`config.mk`:
```
export PLATFORM = sky130hd
export DESIGN_NAME = fcc_dist
export DESIGN_NICKNAME = d
export VERILOG_FILES = /design/src/rtl/fcc_pkg.sv /design/src/rtl/fcc_dist.sv
export SDC_FILE = /design/constraint.sdc
export NUM_CORES = 2
export LEC_CHECK = 0
export ABC_AREA = 0
export CORE_MARGIN = 2
export CORE_UTILIZATION = 60
export DETAILED_ROUTE_END_ITERATION = 16
export DONT_BUFFER_PORTS = 1
export GPL_TIMING_DRIVEN = 0
export PLACE_DENSITY = 0.84
export SYNTH_ARGS = -nofsm -noshare
export SYNTH_HDL_FRONTEND = slang
export SYNTH_SLANG_ARGS = --single-unit
```
`constraint.sdc`:
```
create_clock -name i_clk -period 3.2 [get_ports i_clk]
set_input_delay 0.32 -clock i_clk [delete_from_list [all_inputs] [get_ports i_clk]]
set_output_delay 0.32 -clock i_clk [all_outputs]
set_load 0.01 [all_outputs]
```
`src/rtl/fcc_pkg.sv`:
```
// Shared types, constants and divider step functions for the floor and ceiling caster.
`default_nettype none
package fcc_pkg;

    localparam int TEX_SIDE_W     = 64;
    localparam int TEX_SIDE_H     = 64;
    localparam int MAX_SCREEN_DIM = 2048;

    localparam int TEX_AW    = 12;
    localparam int TEX_DEPTH = 1 << TEX_AW;
    localparam int COLOR_W   = 32;
    localparam int COORD_W   = 11;
    localparam int DIM_W     = 12;
    localparam int FIX_W     = 32;
    localparam int FRAC_W    = 16;
    localparam int CFG_IDX_W = 3;

    localparam int SIDE_CW = $clog2(TEX_SIDE_W + 1) > $clog2(TEX_SIDE_H + 1)
                           ? $clog2(TEX_SIDE_W + 1) : $clog2(TEX_SIDE_H + 1);
    localparam int TX_W    = $clog2(TEX_SIDE_W);
    localparam int TY_W    = $clog2(TEX_SIDE_H);

    localparam int DIST_DW = COORD_W;
    localparam int DIST_NW = DIM_W + 15;
    localparam int OFS_DW  = DIM_W;
    localparam int OFS_NW  = 54;

    typedef enum logic [CFG_IDX_W-1:0] {
        REG_CAM_POS_X   = 3'd0,
        REG_CAM_POS_Y   = 3'd1,
        REG_VIEW_DIR_X  = 3'd2,
        REG_VIEW_DIR_Y  = 3'd3,
        REG_PLANE_X     = 3'd4,
        REG_PLANE_Y     = 3'd5,
        REG_SCR_WIDTH   = 3'd6,
        REG_SCR_HEIGHT  = 3'd7
    } t_reg_idx;

    typedef enum logic {
        MODE_LOAD   = 1'b0,
        MODE_RENDER = 1'b1
    } t_mode;

    typedef struct packed {
        logic                 mode;
        logic                 texture_select;
        logic [TEX_AW-1:0]    texel_index;
        logic [COLOR_W-1:0]   texel_color;
        logic [COORD_W-1:0]   pixel_column;
        logic [COORD_W-1:0]   pixel_row;
    } t_in_item;

    typedef struct packed {
        logic [COORD_W-1:0]   out_column;
        logic [COORD_W-1:0]   floor_row;
        logic [COORD_W-1:0]   ceiling_row;
        logic [COLOR_W-1:0]   floor_color;
        logic [COLOR_W-1:0]   ceiling_color;
        logic                 bad_pixel;
    } t_out_item;

    typedef struct packed {
        logic                 mode;
        logic                 sel;
        logic [TEX_AW-1:0]    idx;
        logic [COLOR_W-1:0]   color;
        logic [COORD_W-1:0]   col;
        logic [COORD_W-1:0]   row;
        logic [COORD_W-1:0]   crow;
        logic                 bad;
    } t_side;

    typedef struct packed {
        logic [FIX_W-1:0] pos_x;
        logic [FIX_W-1:0] pos_y;
        logic [FIX_W-1:0] dir_x;
        logic [FIX_W-1:0] dir_y;
        logic [FIX_W-1:0] pl_x;
        logic [FIX_W-1:0] pl_y;
        logic [DIM_W-1:0] width;
        logic [DIM_W-1:0] height;
    } t_cfg;

    function automatic logic [DIST_DW+DIST_NW-1:0] dist_step(
        input logic [DIST_DW+DIST_NW-1:0] r,
        input logic [DIST_DW-1:0]         d
    );
        logic [DIST_DW+DIST_NW:0] t;
        logic [DIST_DW:0]         top;
        t   = {r, 1'b0};
        top = t[DIST_DW+DIST_NW:DIST_NW];
        if (top >= {1'b0, d}) begin
            top  = top - {1'b0, d};
            t[0] = 1'b1;
        end
        return {top[DIST_DW-1:0], t[DIST_NW-1:0]};
    endfunction

    function automatic logic [OFS_DW+OFS_NW-1:0] ofs_step(
        input logic [OFS_DW+OFS_NW-1:0] r,
        input logic [OFS_DW-1:0]        d
    );
        logic [OFS_DW+OFS_NW:0] t;
        logic [OFS_DW:0]        top;
        t   = {r, 1'b0};
        top = t[OFS_DW+OFS_NW:OFS_NW];
        if (top >= {1'b0, d}) begin
            top  = top - {1'b0, d};
            t[0] = 1'b1;
        end
        return {top[OFS_DW-1:0], t[OFS_NW-1:0]};
    endfunction

endpackage
`default_nettype wire

```
`src/rtl/fcc_dist.sv`:
```
// Pixel checks and the pipelined row distance divider.
`default_nettype none
module fcc_dist (
    input  wire logic             i_clk,
    input  wire logic             i_rst_n,
    input  wire logic             i_adv,
    input  wire logic             i_valid,
    input  wire fcc_pkg::t_in_item i_item,
    input  wire fcc_pkg::t_cfg    i_cfg,
    output logic                  o_valid,
    output fcc_pkg::t_side        o_sb,
    output logic [fcc_pkg::DIST_NW-1:0] o_dist
);

    localparam int NW = fcc_pkg::DIST_NW;
    localparam int DW = fcc_pkg::DIST_DW;
    localparam int RW = NW + DW;

    logic [fcc_pkg::COORD_W-1:0] half;
    logic [DW-1:0]               den;
    logic [NW-1:0]               num;
    fcc_pkg::t_side              sb_in;

    logic                r_v   [0:NW];
    fcc_pkg::t_side      r_sb  [0:NW];
    logic [RW-1:0]       r_div [0:NW];
    logic [DW-1:0]       r_den [0:NW];

    always_comb begin
        half = i_cfg.height[fcc_pkg::DIM_W-1:1];
        den  = DW'(i_item.pixel_row - half);
        num  = {i_cfg.height, 15'b0};
        sb_in.mode  = i_item.mode;
        sb_in.sel   = i_item.texture_select;
        sb_in.idx   = i_item.texel_index;
        sb_in.color = i_item.texel_color;
        sb_in.col   = i_item.pixel_column;
        sb_in.row   = i_item.pixel_row;
        sb_in.crow  = fcc_pkg::COORD_W'(i_cfg.height - fcc_pkg::DIM_W'(1)
                      - {1'b0, i_item.pixel_row});
        sb_in.bad   = (int'(i_cfg.width) > fcc_pkg::MAX_SCREEN_DIM)
                   || (int'(i_cfg.height) > fcc_pkg::MAX_SCREEN_DIM)
                   || ({1'b0, i_item.pixel_column} >= i_cfg.width)
                   || ({1'b0, i_item.pixel_row} >= i_cfg.height)
                   || (i_item.pixel_row <= half);
    end

    always_ff @(posedge i_clk) begin
        if (!i_rst_n) begin
            r_v[0] <= 1'b0;
        end else if (i_adv) begin
            r_v[0] <= i_valid;
        end
    end

    always_ff @(posedge i_clk) begin
        if (i_adv) begin
            r_sb[0]  <= sb_in;
            r_div[0] <= {{DW{1'b0}}, num};
            r_den[0] <= den;
        end
    end

    for (genvar s = 1; s <= NW; s++) begin : g_stage
        always_ff @(posedge i_clk) begin
            if (!i_rst_n) begin
                r_v[s] <= 1'b0;
            end else if (i_adv) begin
                r_v[s] <= r_v[s-1];
            end
        end

        always_ff @(posedge i_clk) begin
            if (i_adv) begin
                r_sb[s]  <= r_sb[s-1];
                r_div[s] <= fcc_pkg::dist_step(r_div[s-1], r_den[s-1]);
                r_den[s] <= r_den[s-1];
            end
        end
    end

    assign o_valid = r_v[NW];
    assign o_sb    = r_sb[NW];
    assign o_dist  = r_div[NW][NW-1:0];

endmodule
`default_nettype wire

```
After elaboration in Yosys (flattened, before gate mapping)
Memory sizes are Yosys's and may differ from the RTL's.
Index checks and enable logic that the tools add are counted.
{ "totals": {"input_bits": 288, "output_inout_bits": 108, "ram_bits": 3640, "memories": 4, "ff_bits": 0} }
{ "classes": {"muxes": 141, "n_lt_le_gt_ge": 32, "n_addsub": 30, "n_reduce_logical": 4, "n_bitwise": 28} }
{ "memory_table": {"columns": ["memory", "words", "word_bits", "rd", "rd_clocked_by_memory_dff", "write_ports", "line", "text"], "rows": [
  ["r_sb", 28, 80, 28, 0, 28, "fcc_dist.sv:25", "fcc_pkg::t_side r_sb [0:NW];"],
  ["r_div", 28, 38, 28, 0, 28, "fcc_dist.sv:26", "logic [RW-1:0] r_div [0:NW];"],
  ["r_den", 28, 11, 27, 0, 28, "fcc_dist.sv:27", "logic [DW-1:0] r_den [0:NW];"],
  ["r_v", 28, 1, 28, 0, 28, "fcc_dist.sv:24", "logic r_v [0:NW];"]
]} }
{ "op_table": {"columns": ["cell", "count"], "rows": [
  ["two-way mux 11 bit", 54],
  [">= comparator 12 x 11 -> 1 bit", 27],
  ["subtractor 11 bit", 29],
  ["two-way mux 1 bit", 87],
  ["bitwise OR 1 bit", 28],
  [">= comparator 11 x 12 -> 1 bit", 2],
  ["greater-than comparator 12 bit (second input constant)", 2],
  ["less-or-equal comparator 11 bit", 1],
  ["subtractor 11 x 1 -> 11 bit (second input constant)", 1],
  ["logical OR 1 bit", 4]
]} }

Longest topological paths before layout
{ "depth": {"depth_word": 5, "depth_mapped": 10} }

Worst setup path before layout
OpenSTA, ideal clock, no wires.
{ "synth_path": {"path_kind": "register to register", "startpoint": "mem r_den[0][33] (netlist bit)", "endpoint": "mem r_div[2][30] (netlist bit), data pin", "required_ns": 2.940, "slack_ns": 0.729, "setup_ns": 0.260, "arrival_time_ns": 2.212, "path_stages_with_launch": 10, "cell_sequence": "edfxtp_1 ha_1 fa_1 nor2b_1 o31ai_1 a31oi_1 o2111ai_1 nand3_1 buf_2 mux2_2"} }
{ "synth_lines": {"columns": ["element", "line"], "rows": [
  ["from (decl)", "fcc_dist.sv:27"],
  ["to (decl)", "fcc_dist.sv:26"]
]} }

==> flow_summary.yaml <==
status:
  status: "finished, violations left"
  violations: "hold timing, setup timing"
pwr:
  power_frac_seq_pct: 49.2
  clock_power_share_pct: 33.8
  p_per_area_nw_per_um2: 834
  power.total_uw: 113000
  p_int_uw: 83200
  p_leak_uw: 0.0490
  sw_frac_of_total_pct: 26.1
  vdd_drop_max_v: 0.000552
  power.switching_uw: 29400
  comb_power_share_pct: 16.9
route:
  drc_errors: 0
  wire_per_inst_um: 21.1
  vias: 53700
  vias_per_cell: 5.60
  first_pass_iters: 6
  drtAntennaViolNets: 0
  routed_wl_um: 202000
  drt-initial-drc-count: 5917
clock_network:
  worstSkewPairLatency_ps: 930
  cts_max_level: 5
  root_buffer: "clkbuf_16"
  cts_tree: "built"
  cts_buffer_depth: 4
  clk_pin_slew_worst_paths_ps: 70
  cts_made_buffers: 336
  post-cts-setup-buffers: 0
  cts.sinks: 3307
grt:
  antenna_found_initial: 8
  grt_max_degree: 252
  grtUsageTotal_pct: 20.0
  grt.overflow.total: 0
  grt_pass1_vias: 55300
  grt_pass1_wl_um: 314000
setup_path:
  cp-start-kind: "flip-flop"
  critPathKind: "reg2reg"
  setup.worst_path.end_class: "flip-flop"
  reg2reg_depth: 10
  crit_path_max_fanout: 10
  cp.required_ps: 3850
  arrival_ps: 3870
layout:
  num-fill-cells: 11800
  nNetsFinal: 7337
  final_area_sq_um: 135000
  drive_above_1_share_pct: 11.1
  final_common_cell: "edfxtp_1"
  multi_input_area_sq_um: 17000
  area_growth_pct: 13.4
  regArea_sq_um: 99300
  final_cell_mix: "edfxtp_1, inv_1, clkbuf_16, ha_1, nor2_1"
timing:
  clock-skew-final_ps: 72.6
  slew_viol_final: 0
  post-route-period-util_pct: 101
  timing.fmax_mhz: 311
  finalWorstPathRequiredPeriod_ps: 3220
  maxSlewHeadroom_pct: 12.2
  setup_viol: 1
  hold_ws_ps: -26.1
  finalWorstSetupSlack_ps: -19.0
  hold_viol: 42
  worstMarginPinSlew_ps: 1300
placement:
  hpwl_um: 102000
  placed_cell_area_sq_um: 123000
  place.gp.congestion: 0.876
  io_buffers: 0
synth:
  yosysTopAreaCell: "edfxtp_1"
  yosysUniqueCellTypes: 56
  ys_warn_count: 0
  synth-edff-count: 3306
  synth_top_area_share_pct: 83.5
  ys_ff_latch: 3307
  synthCells: 6199
  syn_area_sq_um: 119000
  syn_nets: 6842
  synthTopCellsByArea: "edfxtp_1, ha_1, inv_1"
  yosysSeqAreaShare_pct: 83.5
  synthArstFlopShare_pct: 0
  avgSynthCellArea_sq_um: 19.2
  synth_flop_cell: "edfxtp_1"
die:
  io_pins: 396
  core_area_sq_um: 197000
  initial_core_util_pct: 60.3
  rows: 163
  die_w_um: 449
  dieHeight_um: 449
  die-area_sq_um: 202000
run:
  drv_cap: 0
worst_hold_path:
  whs_path_depth: 1
  hold_class: "in2reg"
[power groups by stage]
stage                     Clock (uW)  Sequential, uW  Combinational, uW
final                          38100           55400              19100
after global routing           40700           55700              20800
after CTS                      39000           55400              18600
after detailed placement           0           56100              17400
after global placement             0           55900              15800
after floorplan                    0           55200              13100
[per-stage QoR]
step / cells / TNS, ps / util (%) / setup slack, ps
2_1_floorplan: 6199 / 0 / - / 729
3_3_place_gp: 8839 / -390890 / 62.0 / -657
3_5_place_dp: 8853 / -3981220 / 62.2 / -3960
4_1_cts: 9574 / 0 / 68.3 / 98.1
5_1_grt: 9581 / -48.5 / 68.4 / -35.1
6_report: 9583 / -19.0 / 68.4 / -19.0
[critical path: stages, from the launching register on]
cell      delay (ps)
edfxtp_1         420
inv_1             70
ha_1             270
clkbuf_1         400
nand4_1          280
nor2_1           180
a21oi_1           90
o21ai_0          480
clkbuf_2         400
o211a_1          220
a31oi_1          130
[sequential cells by signal, summed over array words and instances (netlist names)]
name	cells
r_den	297
r_div	742
r_v	28
r_sb	2240
[cells in the mapped netlist (all sizes together), types with 27 or more instances]
master and count:
a21o 44, a21oi 245, a31oi 29, and2 34
and3 27, buf 133, clkbuf 49, edfxtp 3306
fa 27, ha 328, inv 412, mux2 113
mux2i 39, nand2 115, nand2b 55, nand3 97
nand4 44, nor2 260, nor2b 64, nor3 54
o2111ai 27, o211ai 34, o21ai 182, o31ai 41
or3 30, xnor2 55, xor2 133
[cell type report]
| class | count | share of cell area, % |
|---|---|---|
| flip-flops and latches | 3307 | 73.6 |
| multi-input cells | 2298 | 12.6 |
| clock buffers | 395 | 6.46 |
| well taps | 2640 | 2.45 |
| repair buffers | 157 | 1.54 |
| clock inverters | 189 | 1.36 |
| inverters | 412 | 1.15 |
| plain buffers | 182 | 0.824 |
| diodes | 3 | 0.00556 |
[path summary, 6_finish.rpt]
path | end | slack [ps] | startpoint
setup / recovery | r_div[6][74] | -20 | r_den[0][139]
hold / removal | r_sb[0][609] | -30 | i_adv
setup reg to reg | r_div[6][74] | -20 | r_den[0][139]
hold reg to reg | r_div[4][39] | 370 | r_div[4][0]
[timing repair]
action	CTS	global route
endpoints found under the setup margin	1779	486
gates cloned	10	3
hold buffers	127	3
resized for setup	2	10
hold endpoints to repair	351	113
[logic make-up (layout without fill, tap and decap cells)]
| family | Yosys count | count (layout) | synth area share, % |
|---|---|---|---|
| flip-flops | 3307 | 3307 | 83.5 |
| AND/OR/NAND/NOR | 868 | 868 | 3.74 |
| AO/OA/AOI/OAI | 735 | 735 | 3.87 |
| buffers and inverters | 594 | 1335 | 2.23 |
| adder cells (fa/ha/maj) | 355 | 355 | 3.90 |
| XOR/XNOR | 188 | 188 | 1.38 |
| multiplexers | 152 | 152 | 1.40 |
| other | 0 | 3 | 0 |
[layer usage]
metal  part of all wire [%]  global-route usage (%)  wire [um]  up-vias
met5                  0.013                       0         27        -
met2                     52                    34.7     105000     1988
li1                       -                       -          -    24700
met4                    4.3                    8.43       8630        4
met1                     38                    24.8      77600    26400
met3                    5.5                    3.74      11100      620
(Power assumes the default switching activity.)
